### config.mk
export PLATFORM = sky130hd
export DESIGN_NAME = winder_traverse_controller_core
export DESIGN_NICKNAME = d
export VERILOG_FILES = /design/src/rtl/wtc_pkg.sv /design/src/rtl/winder_traverse_controller_core.sv /design/src/rtl/wtc_cfg_regs.sv /design/src/rtl/wtc_state.sv
export SDC_FILE = /design/constraint.sdc
export NUM_CORES = 1
export LEC_CHECK = 0
export ABC_AREA = 1
export BUFFER_PORTS_ARGS = -buffer_cell sky130_fd_sc_hd__buf_4
export CORE_UTILIZATION = 45
export CTS_CLUSTER_SIZE = 10
export DETAILED_ROUTE_END_ITERATION = 16
export PLACE_DENSITY = 0.69
export SLEW_MARGIN = 30
export SYNTH_ARGS = -nofsm -noshare
export SYNTH_HDL_FRONTEND = slang
export SYNTH_SLANG_ARGS = --single-unit
### constraint.sdc
create_clock -name clk -period 12 [get_ports clk]
set_clock_uncertainty 0.2 [all_clocks]
set_input_delay 2.4 -clock clk [delete_from_list [all_inputs] [get_ports clk]]
set_output_delay 2.4 -clock clk [all_outputs]
set_load 0.1 [all_outputs]
### src/rtl/wtc_pkg.sv
// wtc_pkg: shared types, codes and constants for the winder traverse controller
// used by every rtl file of the block, no dependencies

package wtc_pkg;

  localparam int unsigned PosW      = 16;
  localparam int unsigned StepW     = 10;
  localparam int unsigned DistW     = 15;
  localparam int unsigned StallW    = 10;
  localparam int unsigned IgnoreW   = 8;
  localparam int unsigned OpW       = 3;
  localparam int unsigned ModeW     = 2;
  localparam int unsigned AddrW     = 4;
  localparam int unsigned DataW     = 32;

  localparam logic [StepW-1:0]   StepSizeRst   = StepW'(100);
  localparam logic [DistW-1:0]   MaxDistRst    = DistW'(16000);
  localparam logic [StallW-1:0]  StallThrRst   = StallW'(100);
  localparam logic [IgnoreW-1:0] IgnoreTickRst = IgnoreW'(10);

  typedef enum logic [1:0] {
    REG_STEP_SIZE   = 2'd0,
    REG_MAX_DIST    = 2'd1,
    REG_STALL_THR   = 2'd2,
    REG_IGNORE_TICK = 2'd3
  } reg_idx_t;

  typedef enum logic [OpW-1:0] {
    OP_HOME_TICK = 3'd0,
    OP_TURN      = 3'd1,
    OP_CLICK     = 3'd2,
    OP_REV       = 3'd3,
    OP_START     = 3'd4,
    OP_RESET     = 3'd5
  } opcode_t;

  typedef enum logic [3:0] {
    MODE_IDLE  = 4'b0001,
    MODE_START = 4'b0010,
    MODE_END   = 4'b0100,
    MODE_RUN   = 4'b1000
  } mode_t;

  localparam logic [ModeW-1:0] ModeCodeIdle  = 2'd0;
  localparam logic [ModeW-1:0] ModeCodeStart = 2'd1;
  localparam logic [ModeW-1:0] ModeCodeEnd   = 2'd2;
  localparam logic [ModeW-1:0] ModeCodeRun   = 2'd3;

  typedef struct packed {
    logic [StepW-1:0]   step_size;
    logic [DistW-1:0]   max_distance;
    logic [StallW-1:0]  stall_threshold;
    logic [IgnoreW-1:0] stall_ignore_ticks;
  } cfg_t;

  typedef struct packed {
    logic [OpW-1:0]    opcode;
    logic [StallW-1:0] stall_value;
    logic              turn_up;
  } item_t;

  typedef struct packed {
    logic signed [PosW-1:0] position;
    logic                   is_homed;
    logic [ModeW-1:0]       mode;
    logic                   moving_backward;
    logic                   moved;
  } result_t;

  function automatic logic [ModeW-1:0] mode_code(input mode_t m);
    logic [ModeW-1:0] c;
    c = ModeCodeIdle;
    unique case (m)
      MODE_IDLE:  c = ModeCodeIdle;
      MODE_START: c = ModeCodeStart;
      MODE_END:   c = ModeCodeEnd;
      MODE_RUN:   c = ModeCodeRun;
      default:    c = ModeCodeIdle;
    endcase
    return c;
  endfunction

endpackage

### src/rtl/winder_traverse_controller_core.sv
// winder_traverse_controller_core: top level of the spool traverse controller
// depends on wtc_pkg, wtc_cfg_regs and wtc_state
//
// Takes one event transaction per cycle while out_ready stays high and returns
// one result transaction per event, in order. An event is held in an input
// register, its state update is done by add and compare logic, and the result
// lands in an output register, whose load can wait while an earlier result is
// stalled; out_valid rises as it is loaded. The user must write configuration
// registers through the apb port only while no transaction is in flight; the
// block itself does not enforce this.

module winder_traverse_controller_core (
  input  logic                           clk,
  input  logic                           rst_n,
  input  logic                           in_valid,
  output logic                           in_ready,
  input  logic [wtc_pkg::OpW-1:0]        in_opcode,
  input  logic [wtc_pkg::StallW-1:0]     in_stall_value,
  input  logic                           in_turn_up,
  output logic                           out_valid,
  input  logic                           out_ready,
  output logic signed [wtc_pkg::PosW-1:0] out_position,
  output logic                           out_is_homed,
  output logic [wtc_pkg::ModeW-1:0]      out_mode,
  output logic                           out_moving_backward,
  output logic                           out_moved,
  input  logic                           psel,
  input  logic                           penable,
  input  logic                           pwrite,
  input  logic [wtc_pkg::AddrW-1:0]      paddr,
  input  logic [wtc_pkg::DataW-1:0]      pwdata,
  output logic [wtc_pkg::DataW-1:0]      prdata,
  output logic                           pready
);
  import wtc_pkg::*;

  cfg_t    cfg;
  item_t   item_r;
  logic    item_vld_r;
  result_t res;
  result_t res_r;
  logic    res_vld_r;
  logic    advance;

  wtc_cfg_regs u_cfg (
    .clk     (clk),
    .rst_n   (rst_n),
    .psel    (psel),
    .penable (penable),
    .pwrite  (pwrite),
    .paddr   (paddr),
    .pwdata  (pwdata),
    .prdata  (prdata),
    .pready  (pready),
    .cfg     (cfg)
  );

  wtc_state u_state (
    .clk   (clk),
    .rst_n (rst_n),
    .cfg   (cfg),
    .item  (item_r),
    .fire  (advance),
    .res   (res)
  );

  assign advance  = item_vld_r && (!res_vld_r || out_ready);
  assign in_ready = !item_vld_r || advance;

  always_ff @(posedge clk) begin
    if (!rst_n) begin
      item_vld_r <= 1'b0;
      res_vld_r  <= 1'b0;
    end else begin
      if (in_ready) item_vld_r <= in_valid;
      if (advance) res_vld_r <= 1'b1;
      else if (out_ready) res_vld_r <= 1'b0;
    end
  end

  always_ff @(posedge clk) begin
    if (in_valid && in_ready) begin
      item_r.opcode      <= in_opcode;
      item_r.stall_value <= in_stall_value;
      item_r.turn_up     <= in_turn_up;
    end
    if (advance) res_r <= res;
  end

  assign out_valid           = res_vld_r;
  assign out_position        = res_r.position;
  assign out_is_homed        = res_r.is_homed;
  assign out_mode            = res_r.mode;
  assign out_moving_backward = res_r.moving_backward;
  assign out_moved           = res_r.moved;

endmodule

### src/rtl/wtc_cfg_regs.sv
// wtc_cfg_regs: apb-style configuration registers of the traverse controller
// depends on wtc_pkg

module wtc_cfg_regs (
  input  logic                        clk,
  input  logic                        rst_n,
  input  logic                        psel,
  input  logic                        penable,
  input  logic                        pwrite,
  input  logic [wtc_pkg::AddrW-1:0]   paddr,
  input  logic [wtc_pkg::DataW-1:0]   pwdata,
  output logic [wtc_pkg::DataW-1:0]   prdata,
  output logic                        pready,
  output wtc_pkg::cfg_t               cfg
);
  import wtc_pkg::*;

  cfg_t     cfg_r;
  reg_idx_t idx;
  logic     wr_en;

  assign idx    = reg_idx_t'(paddr[AddrW-1:2]);
  assign wr_en  = psel && penable && pwrite;
  assign pready = 1'b1;
  assign cfg    = cfg_r;

  always_ff @(posedge clk) begin
    if (!rst_n) begin
      cfg_r.step_size          <= StepSizeRst;
      cfg_r.max_distance       <= MaxDistRst;
      cfg_r.stall_threshold    <= StallThrRst;
      cfg_r.stall_ignore_ticks <= IgnoreTickRst;
    end else if (wr_en) begin
      unique case (idx)
        REG_STEP_SIZE:   cfg_r.step_size          <= pwdata[StepW-1:0];
        REG_MAX_DIST:    cfg_r.max_distance       <= pwdata[DistW-1:0];
        REG_STALL_THR:   cfg_r.stall_threshold    <= pwdata[StallW-1:0];
        REG_IGNORE_TICK: cfg_r.stall_ignore_ticks <= pwdata[IgnoreW-1:0];
        default: ;
      endcase
    end
  end

  always_comb begin
    prdata = '0;
    unique case (idx)
      REG_STEP_SIZE:   prdata = DataW'(cfg_r.step_size);
      REG_MAX_DIST:    prdata = DataW'(cfg_r.max_distance);
      REG_STALL_THR:   prdata = DataW'(cfg_r.stall_threshold);
      REG_IGNORE_TICK: prdata = DataW'(cfg_r.stall_ignore_ticks);
      default:         prdata = '0;
    endcase
  end

endmodule

### src/rtl/wtc_state.sv
// wtc_state: homing, positioning and running state with its one-step update
// depends on wtc_pkg

module wtc_state (
  input  logic              clk,
  input  logic              rst_n,
  input  wtc_pkg::cfg_t     cfg,
  input  wtc_pkg::item_t    item,
  input  logic              fire,
  output wtc_pkg::result_t  res
);
  import wtc_pkg::*;

  logic                 homed_r, homed_nxt;
  logic [IgnoreW-1:0]   ign_r, ign_nxt;
  mode_t                mode_r, mode_nxt;
  logic [PosW-1:0]      pos_r, pos_nxt;
  logic [PosW-1:0]      end_r, end_nxt;
  logic                 back_r, back_nxt;

  logic signed [PosW+1:0] tgt;
  logic signed [PosW+1:0] tgt_neg;
  logic                   tgt_ok;
  logic [PosW-1:0]        run_pos;
  logic                   edit_mode;

  always_comb begin
    if (item.turn_up)
      tgt = $signed({{2{pos_r[PosW-1]}}, pos_r}) - $signed({8'd0, cfg.step_size});
    else
      tgt = $signed({{2{pos_r[PosW-1]}}, pos_r}) + $signed({8'd0, cfg.step_size});
    tgt_neg = -tgt;
    tgt_ok  = (tgt <= 0) && (tgt_neg <= $signed({3'd0, cfg.max_distance}));
    run_pos = back_r ? pos_r + PosW'(cfg.step_size) : pos_r - PosW'(cfg.step_size);
  end

  assign edit_mode = (mode_r == MODE_START) || (mode_r == MODE_END);

  always_comb begin
    homed_nxt = homed_r;
    ign_nxt   = ign_r;
    mode_nxt  = mode_r;
    pos_nxt   = pos_r;
    end_nxt   = end_r;
    back_nxt  = back_r;
    unique case (opcode_t'(item.opcode))
      OP_HOME_TICK: begin
        if (!homed_r) begin
          if (ign_r < cfg.stall_ignore_ticks) begin
            ign_nxt = ign_r + 1'b1;
          end else if (item.stall_value < cfg.stall_threshold) begin
            homed_nxt = 1'b1;
            pos_nxt   = '0;
          end
        end
      end
      OP_TURN: begin
        if (homed_r && edit_mode && tgt_ok) begin
          pos_nxt = tgt[PosW-1:0];
        end
      end
      OP_CLICK: begin
        if (homed_r && mode_r == MODE_START) begin
          pos_nxt  = '0;
          mode_nxt = MODE_END;
        end else if (homed_r && mode_r == MODE_END) begin
          end_nxt  = pos_r;
          pos_nxt  = '0;
          mode_nxt = MODE_RUN;
        end
      end
      OP_REV: begin
        if (homed_r && mode_r == MODE_RUN) begin
          pos_nxt = run_pos;
          if ($signed(run_pos) <= $signed(end_r)) back_nxt = 1'b1;
          if (!run_pos[PosW-1]) back_nxt = 1'b0;
        end
      end
      OP_START: begin
        if (homed_r) begin
          end_nxt  = '0;
          mode_nxt = MODE_START;
        end
      end
      OP_RESET: begin
        homed_nxt = 1'b0;
        ign_nxt   = '0;
      end
      default: ;
    endcase
  end

  always_comb begin
    res.position        = $signed(pos_nxt);
    res.is_homed        = homed_nxt;
    res.mode            = mode_code(mode_nxt);
    res.moving_backward = back_nxt;
    res.moved           = (pos_nxt != pos_r);
  end

  always_ff @(posedge clk) begin
    if (!rst_n) begin
      homed_r <= 1'b0;
      ign_r   <= '0;
      mode_r  <= MODE_IDLE;
      pos_r   <= '0;
      end_r   <= '0;
      back_r  <= 1'b0;
    end else if (fire) begin
      homed_r <= homed_nxt;
      ign_r   <= ign_nxt;
      mode_r  <= mode_nxt;
      pos_r   <= pos_nxt;
      end_r   <= end_nxt;
      back_r  <= back_nxt;
    end
  end

endmodule

==> results of run 1 <==
cell usage after synthesis, types with 21 or more instances:
| library cell | number | share of area, % |
|---|---|---|
| a211oi_1 | 21 | 1.6 |
| nand2_1 | 319 | 12 |
| clkbuf_1 | 38 | 1.5 |
| inv_1 | 220 | 8.4 |
| nor2_1 | 92 | 3.5 |
| o211ai_1 | 23 | 1.8 |
| edfxtp_1 | 35 | 11 |
| o21ai_0 | 124 | 6.3 |
| xor2_1 | 25 | 2.2 |
| nand3_1 | 108 | 5.5 |
| ha_1 | 82 | 10 |
| a21oi_1 | 125 | 6.4 |
| dfxtp_1 | 91 | 19 |
layout by cell type, fill, tap and decap left out, drive strengths merged:
| cell type | n |
|---|---|
| nand3 | 114 |
| bufinv | 2 |
| o211ai | 23 |
| o31ai | 1 |
| fa | 2 |
| nor3b | 1 |
| nor3 | 14 |
| nand3b | 7 |
| clkinv | 5 |
| buf | 79 |
| or2 | 2 |
| o211a | 2 |
| o221a | 1 |
| nor2 | 95 |
| a21oi | 128 |
| inv | 233 |
| xnor2 | 8 |
| xor2 | 25 |
| clkinvlp | 2 |
| a22oi | 1 |
| a211oi | 21 |
| o21ai | 125 |
| nand2 | 325 |
| edfxtp | 35 |
| a21boi | 2 |
| and3 | 2 |
| clkbuf | 17 |
| and2 | 1 |
| nor4 | 1 |
| a31oi | 15 |
| o2111ai | 2 |
| o221ai | 11 |
| conb | 18 |
| nand4 | 15 |
| ha | 82 |
| o21bai | 3 |
| dfxtp | 91 |
| o21a | 2 |
path summary, 6_finish.rpt:
path	start	to
worst max register to register	u_cfg.cfg[33]$_SDFFE_PN0P_	out_moved$_DFFE_PP_
worst max-delay path	u_cfg.cfg[33]$_SDFFE_PN0P_	out_moved$_DFFE_PP_
worst min-delay path	u_state.end_r[9]$_SDFFE_PN0P_	u_state.end_r[9]$_SDFFE_PN0P_
worst min register to register	u_state.end_r[9]$_SDFFE_PN0P_	u_state.end_r[9]$_SDFFE_PN0P_
metrics by stage:
step | setup WS (ns) | hold WS, ns | cell area [um^2] | std cells | power [mW]
2_1_floorplan | 4.65 | 0.243 | 9860 | 1463 | 0.808
3_3_place_gp | 5.48 | 0.259 | 10500 | 1756 | 0.897
3_5_place_dp | 5.42 | 0.262 | 10500 | 1756 | 0.903
4_1_cts | 5.37 | 0.272 | 11100 | 1788 | 1.44
5_1_grt | 4.65 | 0.292 | 11100 | 1788 | 1.51
6_report | 5.29 | 0.267 | 11100 | 1788 | 1.44
layout make-up:
cell class                 instances  area, um^2  area share, %
clock inverter                    15         175           1.58
sequential                       126        2870           25.9
multi-input combinational       1049        5830           52.5
tap                              275         344           3.10
clock buffer                      17         425           3.84
timing repair buffer              79         593           5.35
inverter                         227         852           7.68
worst max-delay path: cells and delay by family, from the launching register on:
kind	cells	cell delay (ns)
simple gates	30	3.58
fa+ha+maj	3	0.84
compound gates	4	0.76
xor+xnor	2	0.38
flops	1	0.36
buf+inv	4	0.34
registers in the layout (all words and copies together) (netlist names), 2 cells and up:
register and cells:
u_cfg.cfg 43, out_position 16, u_state.end_r 16, u_state.pos_r 16
item_r 14, u_state.ign_r 8, u_state.mode_r 4, out_mode 2
layer usage:
metal	global-route usage, %	up-vias	wire length [um]
li1	-	4919	-
met1	31.5	4408	12200
met2	41.6	312	12700
met3	3.93	64	1410
met4	10.7	0	955
met5	0	-	0
power groups by stage:
| stage | Sequential (mW) | Combinational, mW | Clock [mW] |
|---|---|---|---|
| after CTS | 0.475 | 0.422 | 0.548 |
| after detailed placement | 0.484 | 0.419 | 0 |
| after floorplan | 0.502 | 0.306 | 0 |
| final | 0.475 | 0.425 | 0.542 |
| after global routing | 0.477 | 0.470 | 0.564 |
| after global placement | 0.483 | 0.413 | 0 |
kinds of logic after synthesis:
logic type | count (synthesis) | share of synthesized area (%)
AOI/OAI and AO/OA | 337 | 19.6
buffers and inverters | 288 | 11.9
adders and majority gates | 84 | 10.9
DFF | 126 | 29.3
xor gates and xnor gates | 33 | 2.95
and+or+nand+nor | 577 | 25.3
other | 2 | 0.0766
==> flow_summary_export.csv, run 1 <==
group,metric,value,unit
pwr,switching_share,37.8,%
cts,ctsResizeCount,0,
setup_path,r2r_slack,5.29,ns
pwr,clockPowerShare,37.6,%
routing,vias_per_cell,5.43,
timing,rsz0062_at_grt,"false",
floorplanning,core,21200,um^2
routing,drc,0,
cts,cts-buffers-inserted,17,
cts,h-tree-depth,4,
synth,synth_area_per_cell,6.77,um^2
grt,grt_pass1_wl,43300,um
layout,drive_gt1_share,9.32,%
timing,fmax,0.149,GHz
synth,async_reset_ff_share,0,%
placement,port_buffers,75,
floorplanning,rows,53,
timing,min_period_over_period,55.9,%
setup_path,crit_path_max_fanout,17,
timing,slew_violations,0,
placement,dpl.hpwl,21000,um
layout,area_growth,13.1,%
setup_path,required,11.98,ns
routing,drt_iter0_drc,732,
cts,cts_hold_buf,0,
setup_path,critical-path-max-stage-delay,0.50,ns
grt,grtUsageTotal,24.9,%
pwr,ir_drop,0.000114,V
layout,nFillCells,2124,
floorplanning,die_h,150,um
pwr,power_density,130,nW/um^2
floorplanning,ioPinCount,113,
pwr,power_frac_comb,29.5,%
synth,synth_cells,1447,
synth,ys_seq_area_share,29.3,%
routing,wire_per_inst,15.3,um
synth,yosys_warnings,0,
layout,num_antenna_cells,0,
setup_path,start_kind,"register",
grt,grt-ovfl-total,0,
cts,post_cts_buffers,0,
setup_path,worst_setup_path_end_kind,"register",
pwr,p_leak,5.29,nW
pwr,power_frac_seq,33.0,%
layout,final_core_util,52.3,%
grt,grt_pass1_vias,8660,
timing,hold_viol_final,0,
synth,ys.flop_type,"dfxtp_1",
setup_path,critPathKind,"register to register",
routing,routed_wl,27300,um
timing,setup_viol,0,
cts,clk_path_buf_depth,2,
grt,antenna_found_initial,0,
cts,clk_latency,0.44,ns
synth,ys_ff_latch,126,
hold_path,min_path_cells,2,
timing,tightest_slew,0.844,ns
setup_path,rr_worst_depth,43,
cts,cts_tree,"built",
pwr,switchingPower,0.544,mW
setup_path,worstPathArrival,6.69,ns
synth,synth.cell_area,9800,um^2
hold_path,min_path_type,"register to register",
synth,synth_edf_count,35,
cts,cts.clk_slew.worst_paths,0.07,ns
cts,clock_sinks,126,
timing,tns,0,ns
layout,final_net_count,1641,
synth,synthDistinctLibCells,47,
setup_path,cpMaxStageDelayCell,"nor3b_1",
pwr,p_int,0.897,mW
timing,slew_headroom,43.5,%
setup_path,path_common_cell,"nand2_1",
floorplanning,die-area,22400,um^2
grt,grt_max_degree,61,
status,status,"completed",
routing,vias,9703,
floorplanning,die_w,150,um
floorplanning,initial_core_util,46.2,%
routing,drt_pass1_iterations,7,
timing,post-route-min-period,6.71,ns
routing,postRouteAntennaNets,0,
cts,root_buffer,"clkbuf_16",
placement,gp_congestion,0.940,
run,drv_cap,0,
(Power assumes the default switching activity.)
==> inputs of run 2 (changes only) <==
Settings changed: PLACE_DENSITY 0.69 to 0.72.
Clock period 12 ns to 5.4 ns, I/O delays scaled along.
==> run 2 against run 1 <==
- the run now ends with setup timing left
- combinational power increased to 2.9 times the previous value
- global-route usage grew 1.6 points
- non-clock buffer count is 158 higher
- total power grew 140%
- clock power grew 120%
- die area did not move
- count of clock-buffer cells in the layout unchanged
- register-to-register slack got worse by 5.4 ns
- largest cell class unchanged
- largest power group is now combinational cells
==> flow_summary_export.csv, run 2 (same netlist as run 1, synthesis figures left out) <==
group,metric,value,unit
routing,wire_per_inst,15.1,um
timing,min_period_over_period,103,%
setup_path,path_depth,41,
cts,root_buffer,"clkbuf_16",
setup_path,r2r_start,"u_cfg.cfg[33]$_SDFFE_PN0P_",
layout,seqCellArea,2880,um^2
pwr,p_int,2.15,mW
routing,drt_pass1_iterations,8,
routing,vias_per_cell,5.31,
placement,gp_congestion,0.918,
timing,slew_headroom,38.6,%
pwr,clockPowerShare,34.7,%
setup_path,critPathKind,"register to register",
layout,multi_input_area,6360,um^2
routing,drt-met1-wl,12500,um
setup_path,rr_worst_depth,41,
cts,clk_path_buf_depth,2,
setup_path,r2r_slack,-0.15,ns
cts,h-tree-depth,4,
run,drv_cap,0,
pwr,p_leak,6.17,nW
setup_path,cp.buffers_inverters,3,
setup_path,crit_path_max_fanout,7,
timing,fmax,0.180,GHz
status,status,"finished, violations left",
layout,final_core_util,60.7,%
floorplanning,core,21200,um^2
timing,setup_viol,2,
routing,top_layer,"met4",
pwr,switching_share,37.7,%
layout,final_net_count,1800,
cts,cts-buffers-inserted,17,
routing,met3_length,1680,um
status,violations,"setup timing",
grt,grt-ovfl-total,0,
layout,area_growth,31.5,%
setup_path,critical-path-max-stage-delay,0.37,ns
setup_path,cp-startpoint,"u_cfg.cfg[33]$_SDFFE_PN0P_",
hold_path,min_path_cells,2,
setup_path,worstReg2RegEnd,"out_moved$_DFFE_PP_",
placement,dpl.hpwl,22000,um
routing,drt_iter0_drc,627,
setup_path,path_common_cell,"nand2_1",
layout,largest_reg_flops,43,
timing,hold_slack,0.271,ns
timing,rsz0062_at_grt,"true",
placement,post-place-ws,-0.421,ns
pwr,ir_drop,0.000222,V
cts,cts_tree,"built",
timing,tightest_slew,0.920,ns
pwr,power_frac_comb,35.3,%
timing,fin_ws,-0.150,ns
timing,post-route-min-period,5.55,ns
timing,hold_viol_final,0,
layout,layout.cells.most_common_list,"284 x nand2_1, 225 x buf_4, 209 x inv_1, 120 x a21oi_1, 118 x o21ai_0",
floorplanning,rows,53,
setup_path,cpMaxStageDelayCell,"dfxtp_4",
floorplanning,die-area,22400,um^2
layout,drive_gt1_share,24.5,%
cts,cts.clk_slew.worst_paths,0.07,ns
layout,nFillCells,1901,
placement,port_buffers,75,
routing,vias,10300,
routing,drc,0,
pwr,power_density,268,nW/um^2
pwr,p_total,3.45,mW
routing,postRouteAntennaNets,0,
setup_path,worstPathArrival,5.52,ns
setup_path,start_kind,"register",
setup_path,crit_family,"simple AND/OR/NAND/NOR gates",
routing,wl_met2,13900,um
grt,grt_pass1_vias,9348,
routing,routed_wl,29300,um
grt,grt_pass1_wl,46100,um
pwr,switchingPower,1.30,mW
setup_path,required,5.37,ns
floorplanning,ioPinCount,113,
cts,clock_sinks,126,
hold_path,min_path_type,"register to register",
cts,clk_latency,0.44,ns
grt,antenna_found_initial,0,
floorplanning,die_w,150,um
grt,grtUsageTotal,26.4,%
timing,slew_violations,0,
floorplanning,initial_core_util,46.2,%
layout,num_antenna_cells,0,
layout,mostFrequentLayoutCell,"nand2_1",
floorplanning,die_h,150,um
setup_path,worst_setup_path_end_kind,"register",
grt,grt_max_degree,61,
pwr,power_frac_seq,30.0,%
setup_path,crit_path_end,"out_moved$_DFFE_PP_",
run 2: metal layers:
| metal | up-vias | global-route usage, % |
|---|---|---|
| met5 | - | 0 |
| met4 | 0 | 12.0 |
| met3 | 86 | 4.73 |
| met2 | 352 | 43.9 |
| met1 | 4668 | 33.1 |
| li1 | 5234 | - |
run 2: per-stage QoR:
| stage | cell area (um^2) | TNS [ns] | std cells |
|---|---|---|---|
| 2_1_floorplan | 9860 | 0 | 1463 |
| 3_3_place_gp | 11600 | -3.41 | 1898 |
| 3_5_place_dp | 11600 | -5.22 | 1898 |
| 4_1_cts | 12300 | -0.0744 | 1934 |
| 5_1_grt | 12900 | -4.50 | 1947 |
| 6_report | 12900 | -0.171 | 1947 |
run 2: worst min-delay path by stage:
| stage | from | end | slack [ns] |
|---|---|---|---|
| finish | u_state.end_r[10]$_SDFFE_PN0P_ | u_state.end_r[10]$_SDFFE_PN0P_ | 0.27 |
| global route | u_state.end_r[2]$_SDFFE_PN0P_ | u_state.end_r[2]$_SDFFE_PN0P_ | 0.29 |
| CTS | u_state.end_r[1]$_SDFFE_PN0P_ | u_state.end_r[1]$_SDFFE_PN0P_ | 0.27 |
| detailed placement | u_state.end_r[1]$_SDFFE_PN0P_ | u_state.end_r[1]$_SDFFE_PN0P_ | 0.26 |
| global placement | u_state.end_r[2]$_SDFFE_PN0P_ | u_state.end_r[2]$_SDFFE_PN0P_ | 0.26 |
| floorplan | u_state.end_r[3]$_SDFFE_PN0P_ | u_state.end_r[3]$_SDFFE_PN0P_ | 0.24 |
run 2: cell type report:
| type | instances | share of cell area [%] |
|---|---|---|
| Tap cell | 275 | 2.67 |
| Timing Repair Buffer | 237 | 14.3 |
| Clock inverter | 15 | 1.36 |
| Multi-Input combinational cell | 1050 | 49.4 |
| Clock buffer | 17 | 3.30 |
| Sequential cell | 126 | 22.4 |
| Inverter | 227 | 6.67 |
run 2: tightest hold or removal path, stage by stage (launching register included):
cell and delay (ns):
dfxtp_1 0.30, inv_1 0.06, a211oi_1 0.06
run 2: repair_timing:
action,in CTS,in global routing
resized for setup,36,120
pin swaps,18,90
hold buffers,0,0
gates cloned,0,1
setup buffers,4,12
endpoints found under the setup margin,33,33
run 2: power by group through the flow:
stage               clock network [mW]  logic [mW]  registers [mW]
floorplan                            0       0.680            1.12
detailed placement                   0        1.09            1.06
finish                            1.20        1.22            1.04
global placement                     0        1.08            1.05
global route                      1.25        1.33            1.04
CTS                               1.20        1.12            1.04
